## src/design/pctd_pkg.sv

```systemverilog
`timescale 1ns / 1ps
// Shared types and constants for the prefix-code trie decoder.
// Used by every module of the block; depends on nothing.
package pctd_pkg;

    localparam int MAX_NODES_DEF = 512;
    localparam int MAX_CODE_LEN  = 32;
    localparam int SYMBOLS       = 256;

    localparam int SYM_W      = 8;
    localparam int CODE_W     = 32;
    localparam int CODE_LEN_W = 6;
    localparam int BYTE_W     = 8;
    localparam int BIT_CNT_W  = 4;
    localparam int S_TDATA_W  = 64;
    localparam int M_TDATA_W  = 8;

    localparam int RES_DEPTH = 8;
    localparam int RES_CNT_W = 4;
    localparam int RES_IDX_W = 3;

    localparam int LEN_LIMIT = (MAX_CODE_LEN < CODE_W) ? MAX_CODE_LEN : CODE_W;
    localparam logic [CODE_LEN_W-1:0] LEN_MAX   = LEN_LIMIT[CODE_LEN_W-1:0];
    localparam logic [SYM_W:0]        SYM_LIMIT = SYMBOLS[SYM_W:0];
    localparam logic [BIT_CNT_W-1:0]  BITS_MAX  = BYTE_W[BIT_CNT_W-1:0];

    typedef enum logic [1:0] {
        OP_CLEAR   = 2'd0,
        OP_INSERT  = 2'd1,
        OP_DECODE  = 2'd2,
        OP_RESTART = 2'd3
    } pctd_op_t;

    typedef enum logic [1:0] {
        ST_OK       = 2'd0,
        ST_BAD_PATH = 2'd1,
        ST_FULL     = 2'd2
    } pctd_status_t;

    typedef enum logic [2:0] {
        S_IDLE,
        S_INS_PREP,
        S_INS_READ,
        S_INS_STEP,
        S_INS_ALLOC,
        S_INS_LINK,
        S_DEC_WALK
    } pctd_state_t;

    typedef struct packed {
        logic zero_we;
        logic one_we;
        logic label_we;
    } pctd_tbl_we_t;

    typedef struct packed {
        logic               push;
        logic [SYM_W-1:0]   symbol;
        logic               fail;
        pctd_status_t       fail_status;
        logic               done;
    } pctd_res_ctl_t;

endpackage

```

## src/design/pctd_sequencer.sv

```systemverilog
`timescale 1ns / 1ps
// Sequencer: walks the trie one code bit per step for insert and decode,
// allocates nodes and drives the node table and result buffer. Uses pctd_pkg.
module pctd_sequencer
    import pctd_pkg::*;
#(
    parameter int MAX_NODES = MAX_NODES_DEF
) (
    input  logic                         aclk,
    input  logic                         aresetn,
    input  logic                         s_tvalid,
    output logic                         s_tready,
    input  logic [S_TDATA_W-1:0]         s_tdata,
    input  logic [1:0]                   s_tuser,
    input  logic                         busy,
    output pctd_tbl_we_t                 tbl_we,
    output logic [$clog2(MAX_NODES)-1:0] wr_addr,
    output logic [$clog2(MAX_NODES)-1:0] child_wdata,
    output logic [SYM_W-1:0]             label_wdata,
    output logic [$clog2(MAX_NODES)-1:0] rd_addr,
    input  logic [$clog2(MAX_NODES)-1:0] rd_zero,
    input  logic [$clog2(MAX_NODES)-1:0] rd_one,
    input  logic [SYM_W-1:0]             rd_label,
    output pctd_res_ctl_t                res_ctl
);

    localparam int NW   = $clog2(MAX_NODES);
    localparam int NU_W = $clog2(MAX_NODES + 1);
    localparam logic [NU_W-1:0] NODE_LIMIT = NU_W'(MAX_NODES);

    pctd_state_t           state_reg, state_next;
    logic [NU_W-1:0]       nodes_used_reg, nodes_used_next;
    logic [NW-1:0]         walk_reg, walk_next;
    logic                  root_cleared_reg, root_cleared_next;
    logic                  fresh_reg, fresh_next;
    logic [NW-1:0]         node_reg, node_next;
    logic [SYM_W-1:0]      sym_reg, sym_next;
    logic [CODE_W-1:0]     code_reg, code_next;
    logic [CODE_LEN_W-1:0] rem_reg, rem_next;
    logic [BYTE_W-1:0]     data_reg, data_next;
    logic [BIT_CNT_W-1:0]  bits_reg, bits_next;

    pctd_op_t              in_op;
    logic [SYM_W-1:0]      in_sym;
    logic [CODE_W-1:0]     in_code;
    logic [CODE_LEN_W-1:0] in_len;
    logic [BYTE_W-1:0]     in_data;
    logic [BIT_CNT_W-1:0]  in_cnt;
    logic [CODE_LEN_W-1:0] len_sat;
    logic [BIT_CNT_W-1:0]  cnt_sat;
    logic [SYM_W:0]        sym_diff;
    logic [NW-1:0]         new_node;
    logic [NW-1:0]         ins_child;
    logic [NW-1:0]         dec_child;
    logic                  is_leaf;

    assign in_op   = pctd_op_t'(s_tuser);
    assign in_sym  = s_tdata[7:0];
    assign in_code = s_tdata[39:8];
    assign in_len  = s_tdata[45:40];
    assign in_data = s_tdata[53:46];
    assign in_cnt  = s_tdata[57:54];

    assign len_sat   = (in_len > LEN_MAX) ? LEN_MAX : in_len;
    assign cnt_sat   = (in_cnt > BITS_MAX) ? BITS_MAX : in_cnt;
    assign sym_diff  = {1'b0, sym_reg} - SYM_LIMIT;
    assign new_node  = nodes_used_reg[NW-1:0];
    assign ins_child = code_reg[0] ? rd_one : rd_zero;
    assign dec_child = (walk_reg == '0 && root_cleared_reg) ? '0
                     : (data_reg[BYTE_W-1] ? rd_one : rd_zero);
    assign is_leaf   = (rd_zero == '0) && (rd_one == '0);

    always_comb begin
        state_next        = state_reg;
        nodes_used_next   = nodes_used_reg;
        walk_next         = walk_reg;
        root_cleared_next = root_cleared_reg;
        fresh_next        = fresh_reg;
        node_next         = node_reg;
        sym_next          = sym_reg;
        code_next         = code_reg;
        rem_next          = rem_reg;
        data_next         = data_reg;
        bits_next         = bits_reg;
        s_tready          = 1'b0;
        tbl_we            = '0;
        wr_addr           = node_reg;
        child_wdata       = '0;
        label_wdata       = sym_reg;
        rd_addr           = node_reg;
        res_ctl           = '0;

        unique case (state_reg)
            S_IDLE: begin
                s_tready = !busy;
                rd_addr  = walk_reg;
                if (s_tvalid && !busy) begin
                    unique case (in_op)
                        OP_CLEAR: begin
                            nodes_used_next   = NU_W'(1);
                            root_cleared_next = 1'b1;
                            walk_next         = '0;
                        end
                        OP_RESTART: begin
                            walk_next = '0;
                        end
                        OP_INSERT: begin
                            sym_next   = in_sym;
                            code_next  = in_code;
                            rem_next   = len_sat;
                            node_next  = '0;
                            state_next = S_INS_PREP;
                        end
                        OP_DECODE: begin
                            data_next  = in_data;
                            bits_next  = cnt_sat;
                            fresh_next = 1'b0;
                            state_next = S_DEC_WALK;
                        end
                    endcase
                end
            end

            S_INS_PREP: begin
                if ({1'b0, sym_reg} >= SYM_LIMIT) begin
                    sym_next = sym_diff[SYM_W-1:0];
                end else begin
                    state_next = S_INS_READ;
                end
                if (root_cleared_reg) begin
                    wr_addr           = '0;
                    tbl_we            = '1;
                    label_wdata       = '0;
                    root_cleared_next = 1'b0;
                end
            end

            S_INS_READ: begin
                state_next = S_INS_STEP;
            end

            S_INS_STEP: begin
                if (rem_reg == '0) begin
                    tbl_we.label_we = 1'b1;
                    res_ctl.done    = 1'b1;
                    state_next      = S_IDLE;
                end else if (ins_child != '0) begin
                    node_next = ins_child;
                    rd_addr   = ins_child;
                    rem_next  = rem_reg - 1'b1;
                    code_next = code_reg >> 1;
                end else if (nodes_used_reg >= NODE_LIMIT) begin
                    res_ctl.fail        = 1'b1;
                    res_ctl.fail_status = ST_FULL;
                    res_ctl.done        = 1'b1;
                    state_next          = S_IDLE;
                end else begin
                    state_next = S_INS_ALLOC;
                end
            end

            S_INS_ALLOC: begin
                wr_addr     = new_node;
                tbl_we      = '1;
                label_wdata = '0;
                state_next  = S_INS_LINK;
            end

            S_INS_LINK: begin
                wr_addr         = node_reg;
                child_wdata     = new_node;
                tbl_we.zero_we  = !code_reg[0];
                tbl_we.one_we   = code_reg[0];
                node_next       = new_node;
                rd_addr         = new_node;
                nodes_used_next = nodes_used_reg + 1'b1;
                rem_next        = rem_reg - 1'b1;
                code_next       = code_reg >> 1;
                state_next      = S_INS_STEP;
            end

            S_DEC_WALK: begin
                rd_addr = walk_reg;
                if (fresh_reg && is_leaf) begin
                    res_ctl.push   = 1'b1;
                    res_ctl.symbol = rd_label;
                    walk_next      = '0;
                    rd_addr        = '0;
                    fresh_next     = 1'b0;
                end else if (bits_reg == '0) begin
                    res_ctl.done = 1'b1;
                    fresh_next   = 1'b0;
                    state_next   = S_IDLE;
                end else if (dec_child == '0) begin
                    res_ctl.fail        = 1'b1;
                    res_ctl.fail_status = ST_BAD_PATH;
                    res_ctl.done        = 1'b1;
                    walk_next           = '0;
                    fresh_next          = 1'b0;
                    state_next          = S_IDLE;
                end else begin
                    walk_next  = dec_child;
                    rd_addr    = dec_child;
                    fresh_next = 1'b1;
                    bits_next  = bits_reg - 1'b1;
                    data_next  = data_reg << 1;
                end
            end

            default: begin
                state_next = S_IDLE;
            end
        endcase
    end

    always_ff @(posedge aclk) begin
        if (!aresetn) begin
            state_reg        <= S_IDLE;
            nodes_used_reg   <= NU_W'(1);
            walk_reg         <= '0;
            root_cleared_reg <= 1'b1;
            fresh_reg        <= 1'b0;
        end else begin
            state_reg        <= state_next;
            nodes_used_reg   <= nodes_used_next;
            walk_reg         <= walk_next;
            root_cleared_reg <= root_cleared_next;
            fresh_reg        <= fresh_next;
        end
    end

    always_ff @(posedge aclk) begin
        node_reg <= node_next;
        sym_reg  <= sym_next;
        code_reg <= code_next;
        rem_reg  <= rem_next;
        data_reg <= data_next;
        bits_reg <= bits_next;
    end

endmodule

```

## config.mk

```make
export PLATFORM = sky130hd
export DESIGN_NAME = pctd_sequencer
export DESIGN_NICKNAME = d
export VERILOG_FILES = /design/src/design/pctd_pkg.sv /design/src/design/pctd_sequencer.sv
export SDC_FILE = /design/constraint.sdc
export NUM_CORES = 1
export LEC_CHECK = 0
export ABC_AREA = 1
export BUFFER_PORTS_ARGS = -buffer_cell sky130_fd_sc_hd__buf_2
export CAP_MARGIN = 20
export CORE_UTILIZATION = 52
export CTS_CLUSTER_SIZE = 10
export DETAILED_ROUTE_END_ITERATION = 12
export GPL_TIMING_DRIVEN = 0
export PLACE_DENSITY = 0.79
export SYNTH_ARGS = -nofsm -noshare
export SYNTH_HDL_FRONTEND = slang
export SYNTH_SLANG_ARGS = --single-unit
```

## constraint.sdc

```tcl
create_clock -name aclk -period 14.65 [get_ports aclk]
set_input_delay 4.395 -clock aclk [delete_from_list [all_inputs] [get_ports aclk]]
set_output_delay 4.395 -clock aclk [all_outputs]
set_load 0.005 [all_outputs]
```

==> results by group <==
Drt
  • M1 WL: about 6.2 mm
  • DR top layer: met4
  • Mean routed wirelength per cell: ~14 um
  • Residual DRC: 0
  • Final wirelength: about 14 mm
  • Drt first pass iters: 5
  • Initial drt markers: ~370
  • Via count: between 5,000 and 6,000
  • Met2 wire length: roughly 6.4 mm
  • Drt via density: just over 5
  • WL met3: between 1 and 1.5 mm
  • Final ANT Viol Nets: 0

Worst hold path
  • WHS Path Cells: 1
  • Hold WC Path Type: register to register

Floorplanning
  • Die X: about 100 um
  • Die area: around 0.011 mm^2
  • Core outline area: between 0.009 and 0.01 mm^2
  • Num rows: 36
  • Die height: roughly 100 um
  • Initial core utilization: 0.546
  • IO Pins: 148

Global route
  • Antenna violations before repair: 0
  • Vias in the first global route: roughly 4,700
  • Grt ovf: 0
  • GRT Overall Usage: 0.263
  • First-pass GRT wire length: 22.4 mm
  • Largest net degree at the start of global routing: 28

Synthesis
  • Avg Cell Area, Syn: roughly 7.7 um^2
  • Register bit total from synthesis: 91
  • Prevailing post-synth register cell: edfxtp_1
  • Commonest cells in the netlist: 212 x nand2_1, 98 x inv_1, 73 x nor2_1, 67 x edfxtp_1, 36 x a21oi_1
  • Top-count cell post-synth: nand2_1
  • Largest area contributor in the netlist: edfxtp_1
  • Synth Warn #: 0
  • Sequential fraction of the synthesis area: 0.459
  • Share of the synthesized area in the top cell type: 0.371
  • Ranking of synthesized cells by area: edfxtp_1 37%, nand2_1 15%, dfxtp_1 8.8%, inv_1 6.8%, nor2_1 5.0%
  • Syn_nets: roughly 800
  • Cell area after synthesis: approximately 0.0054 mm^2
  • Async SR Flop Fraction: 0
  • Yosys cell types: 45
  • Post-synth EDFFs: 67
  • Cells after Synth: 708

Run
  • Max-cap violations: 0

Pwr
  • VDD IR max: a little under 70 uV
  • Pwr per Cell Area: around 130 mW/mm^2
  • Leakage: 3.14 nW

Setup path
  • R2r worst-path depth: 8
  • Critical path required time: approximately 10 ns
  • FF-to-FF End: code_reg[20]$_DFFE_PP_
  • R2R Setup Slk: roughly 12 ns
  • Crit path arrival time: about 6.0 ns
  • Critical Path End Type: output port
  • Reg2reg start: state_reg[0]$_SDFFE_PN0P_
  • CP Max Fanout: 10
  • Critical Path Source Type: input port
  • Crit path from: rd_zero[5]
  • Capture point of the worst path: rd_addr[1]
  • CP Class: input port to output port

Clocking
  • Clock buffer depth: 2
  • CTS H-tree lvls: 3
  • Cts bufs inserted: 9
  • CTS tree: built
  • # resized after CTS: 0
  • Clock root buffer: clkbuf_8
  • CTS Sinks: 91
  • Clock-pin slew on the worst setup and hold paths: 0.09 ns
  • # hold bufs at CTS: 0
  • Clk_lat worst skew: 0.37 ns
  • Buffer count from post-CTS setup fixing: 0

Timing
  • Final hold violation count: 0
  • Slew @ Worst Pin: 0.810 ns
  • Endpoints failing setup: 0
  • Final setup skew: roughly 0.0098 ns
  • Max Fclk: just under 0.1 GHz
  • Max-slew headroom at the worst pin: 0.458
  • Worst setup margin: about 4.3 ns
  • Count of pins over their slew limit: 0
  • Final period util: 0.710
  • Unrepaired setup endpoints after global routing: no
  • Period minus WS final: 10.39 ns
  • Setup TNS: 0 ns

Placed design
  • Post-DP HPWL: 11.0 mm
  • IO Port Bufs: roughly 140
  • Place WS: approximately 4.3 ns
  • Placer Congestion: just over 0.9

Final layout
  • Footprint of the multi-input gates: approximately 0.0024 mm^2
  • Antenna diodes: 0
  • Area Growth Syn to Fin: 20.0%
  • Fin nets: between 900 and 1,000
  • Register area: 0.00249 mm^2
  • Fillers: 910
  • Layout cell share with drive strength beyond 1: 0.253
  • Max reg flops: 32

Run status
  • Status: finished, final reports clean
cells by family after synthesis:
group           count (synthesis)  synth area share
fa+ha+maj                       7            0.0161
xor+xnor                        6           0.00968
buf+inv                       128            0.0977
simple gates                  379             0.315
flops                          91             0.459
compound gates                 97             0.103
routing by layer:
layer / global-route usage / vias up
li1: - / 2583
met1: 0.363 / 2340
met2: 0.417 / 216
met3: 0.0395 / 23
met4: 0.101 / 0
met5: 0 / -
worst max-delay path, stage by stage:
cell	delay [ns]
buf_2	0.12
nor2_1	0.10
nand3_1	0.07
nor2_1	0.14
nand3_1	0.21
nand2_2	0.20
clkinv_1	0.28
nand3_1	0.24
nand4_1	0.10
buf_2	0.14
placed cells by master (no fill, tap or decap), types with 9 or more instances in the layout:
master    count
o21ai_1       9
clkbuf_1      9
nor3_1       13
buf_2       145
nand3_1      31
edfxtp_1     67
nor2_1       73
nand2_1     212
nand2_2      11
inv_1        98
clkbuf_8      9
dfxtp_1      24
nand4_1      14
o21ai_0      24
inv_2         9
a21oi_1      36
final cells by class:
class | instances | area share
Buffer | 19 | 0.0182
Clock buffer | 10 | 0.0196
Clock inverter | 6 | 0.00653
Inverter | 109 | 0.0631
Multi-Input combinational cell | 489 | 0.371
Sequential cell | 91 | 0.382
Tap cell | 133 | 0.0255
Timing Repair Buffer | 144 | 0.114
stage by stage:
| stage | instance area (um^2) | power (W) | cells | utilization | hold WS (ns) |
|---|---|---|---|---|---|
| after floorplan | 5430 | 0.000565 | 708 | - | 0.428 |
| final | 6520 | 0.000840 | 1001 | 0.655 | 0.483 |
| after global placement | 6300 | 0.000676 | 982 | 0.633 | 0.441 |
| after detailed placement | 6340 | 0.000684 | 984 | 0.637 | 0.451 |
| after CTS | 6510 | 0.000840 | 1000 | 0.654 | 0.467 |
| after global routing | 6520 | 0.000893 | 1001 | 0.655 | 0.498 |
how the worst min path moves through the flow:
stage | start | endpoint | slack, ns
2_1_floorplan | nodes_used_reg[8]$_SDFFE_PN0P_ | nodes_used_reg[8]$_SDFFE_PN0P_ | 0.43
3_3_place_gp | nodes_used_reg[8]$_SDFFE_PN0P_ | nodes_used_reg[8]$_SDFFE_PN0P_ | 0.44
3_5_place_dp | nodes_used_reg[8]$_SDFFE_PN0P_ | nodes_used_reg[8]$_SDFFE_PN0P_ | 0.45
4_1_cts | nodes_used_reg[8]$_SDFFE_PN0P_ | nodes_used_reg[8]$_SDFFE_PN0P_ | 0.47
5_1_grt | nodes_used_reg[8]$_SDFFE_PN0P_ | nodes_used_reg[8]$_SDFFE_PN0P_ | 0.50
6_report | nodes_used_reg[8]$_SDFFE_PN0P_ | nodes_used_reg[8]$_SDFFE_PN0P_ | 0.48
report_power, final:
group,leakage [nW],internal (W),switching (W)
Clock,0.0879,0.0000623,0.0000938
Sequential,0.807,0.000317,0.0000154
Combinational,2.24,0.000122,0.000230
Total,3.14,0.000501,0.000339
Power figures use the tool's default switching activity.
