File: src/design/pctd_pkg.sv
`timescale 1ns / 1ps
// Shared types and constants for the prefix-code trie decoder.
// Used by every module of the block; depends on nothing.
package pctd_pkg;

    localparam int MAX_NODES_DEF = 512;
    localparam int MAX_CODE_LEN  = 32;
    localparam int SYMBOLS       = 256;

    localparam int SYM_W      = 8;
    localparam int CODE_W     = 32;
    localparam int CODE_LEN_W = 6;
    localparam int BYTE_W     = 8;
    localparam int BIT_CNT_W  = 4;
    localparam int S_TDATA_W  = 64;
    localparam int M_TDATA_W  = 8;

    localparam int RES_DEPTH = 8;
    localparam int RES_CNT_W = 4;
    localparam int RES_IDX_W = 3;

    localparam int LEN_LIMIT = (MAX_CODE_LEN < CODE_W) ? MAX_CODE_LEN : CODE_W;
    localparam logic [CODE_LEN_W-1:0] LEN_MAX   = LEN_LIMIT[CODE_LEN_W-1:0];
    localparam logic [SYM_W:0]        SYM_LIMIT = SYMBOLS[SYM_W:0];
    localparam logic [BIT_CNT_W-1:0]  BITS_MAX  = BYTE_W[BIT_CNT_W-1:0];

    typedef enum logic [1:0] {
        OP_CLEAR   = 2'd0,
        OP_INSERT  = 2'd1,
        OP_DECODE  = 2'd2,
        OP_RESTART = 2'd3
    } pctd_op_t;

    typedef enum logic [1:0] {
        ST_OK       = 2'd0,
        ST_BAD_PATH = 2'd1,
        ST_FULL     = 2'd2
    } pctd_status_t;

    typedef enum logic [2:0] {
        S_IDLE,
        S_INS_PREP,
        S_INS_READ,
        S_INS_STEP,
        S_INS_ALLOC,
        S_INS_LINK,
        S_DEC_WALK
    } pctd_state_t;

    typedef struct packed {
        logic zero_we;
        logic one_we;
        logic label_we;
    } pctd_tbl_we_t;

    typedef struct packed {
        logic               push;
        logic [SYM_W-1:0]   symbol;
        logic               fail;
        pctd_status_t       fail_status;
        logic               done;
    } pctd_res_ctl_t;

endpackage

File: src/design/pctd_result_buffer.sv
`timescale 1ns / 1ps
// Result buffer: collects the symbols of one item, replaces them on error,
// and plays them out as master-side beats. Uses pctd_pkg.
module pctd_result_buffer
    import pctd_pkg::*;
(
    input  logic                 aclk,
    input  logic                 aresetn,
    input  pctd_res_ctl_t        ctl,
    output logic                 busy,
    output logic                 m_tvalid,
    input  logic                 m_tready,
    output logic [M_TDATA_W-1:0] m_tdata,   // [7:0] symbol_out
    output logic [1:0]           m_tuser,   // [1:0] status
    output logic                 m_tlast
);

    logic [SYM_W-1:0]     sym_buf_reg [RES_DEPTH];
    logic [RES_CNT_W-1:0] count_reg, count_next;
    logic [RES_IDX_W-1:0] idx_reg, idx_next;
    pctd_status_t         status_reg, status_next;
    logic                 emit_reg, emit_next;

    logic                 buf_we;
    logic [RES_IDX_W-1:0] buf_idx;
    logic [SYM_W-1:0]     buf_data;
    logic                 last_beat;

    assign last_beat = (RES_CNT_W'(idx_reg) + 1'b1) == count_reg;

    always_comb begin
        count_next  = count_reg;
        idx_next    = idx_reg;
        status_next = status_reg;
        emit_next   = emit_reg;
        buf_we      = 1'b0;
        buf_idx     = count_reg[RES_IDX_W-1:0];
        buf_data    = ctl.symbol;
        if (emit_reg) begin
            if (m_tready) begin
                if (last_beat) begin
                    emit_next   = 1'b0;
                    count_next  = '0;
                    idx_next    = '0;
                    status_next = ST_OK;
                end else begin
                    idx_next = idx_reg + 1'b1;
                end
            end
        end else begin
            if (ctl.fail) begin
                buf_we      = 1'b1;
                buf_idx     = '0;
                buf_data    = '0;
                count_next  = RES_CNT_W'(1);
                status_next = ctl.fail_status;
            end else if (ctl.push) begin
                buf_we     = 1'b1;
                count_next = count_reg + 1'b1;
            end
            if (ctl.done && count_next != '0) begin
                emit_next = 1'b1;
            end
        end
    end

    always_ff @(posedge aclk) begin
        if (!aresetn) begin
            count_reg  <= '0;
            idx_reg    <= '0;
            status_reg <= ST_OK;
            emit_reg   <= 1'b0;
        end else begin
            count_reg  <= count_next;
            idx_reg    <= idx_next;
            status_reg <= status_next;
            emit_reg   <= emit_next;
        end
    end

    always_ff @(posedge aclk) begin
        if (buf_we) begin
            sym_buf_reg[buf_idx] <= buf_data;
        end
    end

    assign busy     = emit_reg;
    assign m_tvalid = emit_reg;
    assign m_tdata  = sym_buf_reg[idx_reg];
    assign m_tuser  = status_reg;
    assign m_tlast  = last_beat;

endmodule

File: config.mk
export PLATFORM = sky130hd
export DESIGN_NAME = pctd_result_buffer
export DESIGN_NICKNAME = d
export VERILOG_FILES = /design/src/design/pctd_pkg.sv /design/src/design/pctd_result_buffer.sv
export SDC_FILE = /design/constraint.sdc
export NUM_CORES = 1
export LEC_CHECK = 0
export BUFFER_PORTS_ARGS = -buffer_cell sky130_fd_sc_hd__buf_2
export CAP_MARGIN = 25
export CORE_MARGIN = 2
export CORE_UTILIZATION = 35
export DETAILED_ROUTE_END_ITERATION = 8
export PLACE_DENSITY = 0.57
export RECOVER_POWER = 100
export SLEW_MARGIN = 20
export SYNTH_ARGS = -nofsm -noshare
export SYNTH_HDL_FRONTEND = slang
export SYNTH_SLANG_ARGS = --single-unit
export TNS_END_PERCENT = 30
File: constraint.sdc
create_clock -name aclk -period 4.1 [get_ports aclk]
set_input_delay 0.615 -clock aclk [delete_from_list [all_inputs] [get_ports aclk]]
set_output_delay 0.615 -clock aclk [all_outputs]
set_load 0.05 [all_outputs]
==> run metrics, run 1 <==
Antenna Violating Nets Remaining 0; Num Clock Sinks 77; EDFF count, synth 64; setup violators final 0; Clock Tree Buf Depth 2; syn avg cell area 15.9 sq um; crit path launch type flip-flop; status completed; Final Hold Vio Count 0; slew margin rel. 37.7%; Worst setup EP type output port; Placement Rows 35; dpl hpwl 3.99 mm; worst-margin pin slew 0.931 ns; Skew-Pair Late Insertion Delay 0.34 ns; vias post-DR 1846; Peak Freq 319 MHz; Root Driver clkbuf_8; routed vias/inst 4.96; Die X 102 microns; Final period util 76.4%; ys async rst share 0%; HP Class reg2reg; num ports 29; WP data required 3.48 ns; initial drt markers 74; CTS Hold Bufs 0; CTS tree done; Crit Path Category reg2out; Post-CTS Setup Inserts 0; synth warn 0; Synth cell types 45; Antenna Cells 0; CTS Buf Count 9; fin area 3790 sq um; Top FF cell, synth edfxtp_1; Mapped Cells 211; Worst VDD drop 0.312 mV; PwrDens 587 nW/um^2; Core ar. 9280 sq um; max FFs per register 64; Die ar. 10400 sq um; layout cell share with drive strength beyond 1 16.5%; Tot GR Track Use 13.4%; max-cap violation count 0; area of the mapped netlist 3360 sq um; drc violations 0; Layout area overhead 12.9%; Tmin final 3.13 ns; wire per inst 17.0 microns; register area share after synthesis 65.0%; Initial Utilization 36.2%; Die H 102 microns; Final Max Tran Viols 0; Pleak 0.00124 uW; H-tree levels 3; Port Buffers 28; vias in the first global route 1848; Post-CTS Resized 0; clock transition at the registers of the reported paths 0.07 ns; Post-Route WL 6.33 mm; RSZ-0062 raised after global routing no; fin nets 256; flops & latches, synth 77; Syn Nets 229; largest net degree at the start of global routing 17; DRT Pass-1 Iters 4; Layout fillers 883; worst-path fanout max 16; setup TNS 0 ns; placed cell area 3590 sq um; GPL Wtd Cong 0.737; total grt overflow 0; Worst EP arrival 2.52 ns; initial antenna violation count 0; Setup Skew 0.00884 ns; first-pass GRT wire length 10.1 mm
==> metal layers <==
layer | GRT usage [%] | vias up | wire (microns)
met1 | 17.9 | 919 | 2990
met5 | 0 | - | 0
li1 | - | 881 | -
met4 | 6.05 | 0 | 106
met2 | 20.6 | 39 | 2980
met3 | 3.56 | 7 | 248
==> cells in the final DEF (no fill, tap or decap), types with 2 or more instances in the layout <==
| master | synthesis | layout |
|---|---|---|
| a211oi_1 | 2 | 2 |
| o211ai_1 | 3 | 3 |
| nor2b_1 | 2 | 2 |
| and2_0 | 0 | 8 |
| bufinv_16 | 0 | 3 |
| nand4_1 | 4 | 4 |
| inv_1 | 5 | 5 |
| xnor2_1 | 2 | 2 |
| a21boi_0 | 3 | 3 |
| nand2b_1 | 2 | 2 |
| ha_1 | 2 | 2 |
| a21oi_1 | 2 | 2 |
| nand2_1 | 13 | 13 |
| mux4_1 | 15 | 15 |
| nor3_1 | 2 | 3 |
| dfxtp_1 | 13 | 13 |
| clkbuf_1 | 6 | 16 |
| o22ai_1 | 3 | 3 |
| nand3_1 | 4 | 4 |
| buf_2 | 3 | 14 |
| o21ai_0 | 5 | 5 |
| edfxtp_1 | 64 | 64 |
| nor2_1 | 16 | 16 |
| clkbuf_8 | 0 | 9 |
| mux2_2 | 8 | 8 |
| or3_1 | 2 | 2 |
| nand3b_1 | 2 | 2 |
==> path summary, 6_finish.rpt <==
check,to,cells past startpoint,startpoint,slack [ns]
max,m_tdata[4],3,flip-flop,0.97
min,m_tuser[0]$_SDFFE_PN0P_,2,m_tuser[0]$_SDFFE_PN0P_,0.49
max reg2reg,count_reg[2]$_SDFFE_PN0P_,5,idx_reg[0]$_SDFFE_PN0P_,1.96
min reg2reg,m_tuser[0]$_SDFFE_PN0P_,2,m_tuser[0]$_SDFFE_PN0P_,0.49
==> Yosys cell counts, types with 2 or more instances <==
library cell | number | share of area [%]
mux2_2 | 8 | 2.7
o22ai_1 | 3 | 0.56
a211oi_1 | 2 | 0.45
dfxtp_1 | 13 | 7.7
nand3_1 | 4 | 0.60
nor2_1 | 16 | 1.8
nand3b_1 | 2 | 0.45
ha_1 | 2 | 0.74
inv_1 | 5 | 0.56
xnor2_1 | 2 | 0.52
clkbuf_1 | 6 | 0.67
a21boi_0 | 3 | 0.67
or3_1 | 2 | 0.37
mux4_1 | 15 | 12
nand2_1 | 13 | 1.5
nand4_1 | 4 | 0.74
o21ai_0 | 5 | 0.74
nor3_1 | 2 | 0.30
nor2b_1 | 2 | 0.37
edfxtp_1 | 64 | 57
buf_2 | 3 | 0.45
a21oi_1 | 2 | 0.30
and2_1 | 8 | 1.5
o211ai_1 | 3 | 0.67
nand2b_1 | 2 | 0.37
==> cell families after synthesis <==
kind of cell             count (synthesis)  synth area share (%)
adder cells (fa/ha/maj)                  2                 0.745
AO/OA/AOI/OAI                           26                  6.07
flip-flops                              77                  65.0
multiplexers                            24                  15.1
buffers and inverters                   18                  2.94
AND/OR/NAND/NOR                         61                  9.42
XOR/XNOR                                 3                 0.782
==> worst max-delay path: stages (launching register included) <==
cell      delay [ns]
dfxtp_1         0.92
mux4_1          0.67
mux2_2          0.28
clkbuf_1        0.30
==> power by group <==
part | switching [uW] | internal [uW] | total [uW] | leakage, uW
Clock | 268 | 404 | 672 | 0.000116
Combinational | 377 | 170 | 547 | 0.000427
Sequential | 70.0 | 936 | 1010 | 0.000695
Total | 715 | 1510 | 2230 | 0.00124
==> cell type report <==
class                           instances  area [sq um]  share of cell area [%]
Timing Repair Buffer                   29           126                    3.33
Sequential cell                        77          2180                    57.5
Multi-Input combinational cell        116          1070                    28.1
Tap cell                              129           161                    4.25
Clock buffer                           10           128                    3.36
Clock inverter                          6           111                    2.94
Inverter                                5          18.8                   0.495
==> metrics by stage <==
step                utilization (%)  total power (uW)  std cells  hold slack, ns  setup slack [ns]
global route                   40.9              2330        372           0.525             0.806
detailed placement             38.7              1600        356           0.474              1.36
finish                         40.9              2230        372           0.488             0.966
CTS                            41.2              2270        372           0.490             0.981
global placement               38.7              1600        356           0.463              1.37
floorplan                         -              1490        211           0.491              1.67
No activity file was read; power rests on OpenSTA's default activity.
==> run 2, diff against run 1 <==
PLACE_DENSITY = 0.58   (was 0.57)
clock period = 2.52 ns   (was 4.1 ns; I/O delays follow)
==> run metrics, run 2 (same netlist as run 1, synthesis figures left out) <==
total grt overflow 0 (unchanged); fin area 3810 sq um (was 3790 sq um); CTS Hold Bufs 0 (unchanged); power share of the clock group 26.2% (was 30.2%); Die ar. 10400 sq um (unchanged); most common cell after layout, fill and taps aside edfxtp_1 (unchanged); max FFs per register 64 (unchanged); CP max-delay cell mux4_1 (was dfxtp_1); Post-CTS Setup Inserts 0 (unchanged); initial drt markers 79 (was 74); max-cap violation count 0 (unchanged); worst r2r src idx_reg[0]$_SDFFE_PN0P_ (unchanged); Final Util 41.0% (was 40.9%); H-tree levels 3 (unchanged); WHS Endpoint m_tuser[1]$_SDFFE_PN0P_ (was m_tuser[0]$_SDFFE_PN0P_); Core ar. 9280 sq um (unchanged); routed vias/inst 4.88 (was 4.96); placed cell area 3660 sq um (was 3590 sq um); vias in the first global route 1876 (was 1848); Final period util 95.5%; drc violations 0 (unchanged); Layout area overhead 13.4% (was 12.9%); CP max stage delay 0.60 ns (was 0.92 ns); Port Buffers 28 (unchanged); Register-to-Register Path Depth 5 (unchanged); HP Class in2reg (was reg2reg); RR Endpoint count_reg[3]$_SDFFE_PN0P_ (was count_reg[2]$_SDFFE_PN0P_); fin nets 265 (was 256); PwrDens 908 nW/um^2 (was 587 nW/um^2); CTS Buf Count 9 (unchanged); status completed (unchanged); Tot GR Track Use 13.3% (was 13.4%); Pint 2290 uW (was 1510 uW); Skew-Pair Late Insertion Delay 0.34 ns (about the same); Antenna Violating Nets Remaining 0 (unchanged); Peak Freq 416 MHz; Reg power frac 46.2% (was 45.2%); Clock Tree Buf Depth 2 (unchanged); Post-Route WL 6.15 mm (was 6.33 mm); worst hold path cell count 3 (was 2); most frequent cells in the layout edfxtp_1, buf_2, nor2_1, mux4_1 (was edfxtp_1, nor2_1, clkbuf_1, mux4_1, buf_2); RSZ-0062 raised after global routing no (unchanged); Final Hold Vio Count 0 (unchanged); Worst EP arrival 2.03 ns (was 2.52 ns); vias post-DR 1858 (was 1846); switching power 1170 uW (was 715 uW); Setup Skew 0.00973 ns (was 0.00884 ns); slew margin rel. 53.6% (was 37.7%); GPL Wtd Cong 0.772 (was 0.737); worst-margin pin slew 0.696 ns (was 0.931 ns); crit path cell chain buf_4 -> mux4_1 -> mux2_2 -> clkbuf_2 (was mux4_1 -> mux2_2 -> clkbuf_1); Worst setup EP type output port (unchanged); Placement Rows 35 (unchanged); setup violators final 0 (unchanged); DRT Pass-1 Iters 4 (unchanged); Logic pwr share 27.6% (was 24.6%); worst-path fanout max 16 (unchanged); switching part of the total 33.7% (was 32.1%); initial antenna violation count 0 (unchanged); Crit Path Category reg2out (unchanged); largest net degree at the start of global routing 17 (unchanged); Power Total 3460 uW (was 2230 uW); Final Non-Filler Cells 381 (was 372); first-pass GRT wire length 10.0 mm (was 10.1 mm); crit path launch type flip-flop (unchanged); setup TNS 0 ns (unchanged); Die H 102 microns (unchanged); layout cell share with drive strength beyond 1 20.6% (was 16.5%); placed cell count 365 (was 356); Die X 102 microns (unchanged); num ports 29 (unchanged); Pleak 0.00127 uW (was 0.00124 uW); Initial Utilization 36.2% (unchanged); CTS tree done (unchanged); clock transition at the registers of the reported paths 0.08 ns (was 0.07 ns); crit path buf inv count 2 (was 1); flop2flop setup slack 0.52 ns (was 1.96 ns); Root Driver clkbuf_8 (unchanged); WP data required 2.14 ns (was 3.48 ns); Worst VDD drop 0.468 mV (was 0.312 mV); Final Max Tran Viols 0 (unchanged); Num Clock Sinks 77 (unchanged); Antenna Cells 0 (unchanged); dpl hpwl 3.93 mm (was 3.99 mm); Worst Hold Launch ctl[2] (was m_tuser[0]$_SDFFE_PN0P_); wire per inst 16.1 microns (was 17.0 microns); Tmin final 2.41 ns; Crit path max-delay family multiplexers (unchanged)
-- run 2: layout make-up --
| class | count | area (sq um) |
|---|---|---|
| multi-input cells | 116 | 1070 |
| repair buffers | 38 | 183 |
| well taps | 129 | 161 |
| inverters | 5 | 18.8 |
| fillers | 901 | 5480 |
| clock inverters | 7 | 73.8 |
| flip-flops and latches | 77 | 2180 |
| clock buffers | 9 | 124 |
-- run 2: how the worst max path moves through the flow --
stage	startpoint	endpoint	slack, ns	cells past startpoint
after floorplan	idx_reg[0]$_SDFFE_PN0P_	m_tlast	0.32	4
after global placement	flip-flop	m_tdata[4]	0.48	4
after detailed placement	flip-flop	m_tdata[4]	0.47	4
after CTS	flip-flop	m_tdata[4]	0.09	4
after global routing	flip-flop	m_tdata[0]	0.02	4
final	flip-flop	m_tdata[0]	0.11	4
-- run 2: metal layers --
metal | part of all wire (%) | global-route usage, %
met2 | 48 | 20.5
met4 | 0.89 | 5.85
met5 | 0 | 0
met1 | 47 | 17.7
met3 | 3.8 | 3.63
-- run 2: power by group through the flow --
stage	clock (uW)	sequential [uW]	combinational, uW
2_1_floorplan	0	1630	792
3_3_place_gp	0	1630	981
3_5_place_dp	0	1630	986
4_1_cts	929	1600	989
5_1_grt	989	1610	1030
6_report	905	1600	956
-- run 2: worst reg2reg max path: stages (launching register included) --
cell      delay, ns
dfxtp_1        0.44
ha_1           0.29
xor2_1         0.15
a211o_1        0.37
o311ai_0       0.48
o211ai_1       0.13
-- run 2: what timing repair did --
action / CTS / global route
resized for setup: 0 / 1
setup endpoints to repair: 0 / 1
endpoints found under the hold margin: 0 / 0
-- run 2: metrics by stage --
| stage | hold WS (ns) | setup slack, ns |
|---|---|---|
| floorplan | 0.491 | 0.322 |
| global placement | 0.472 | 0.479 |
| detailed placement | 0.482 | 0.470 |
| CTS | 0.278 | 0.0893 |
| global route | 0.300 | 0.0161 |
| finish | 0.294 | 0.114 |
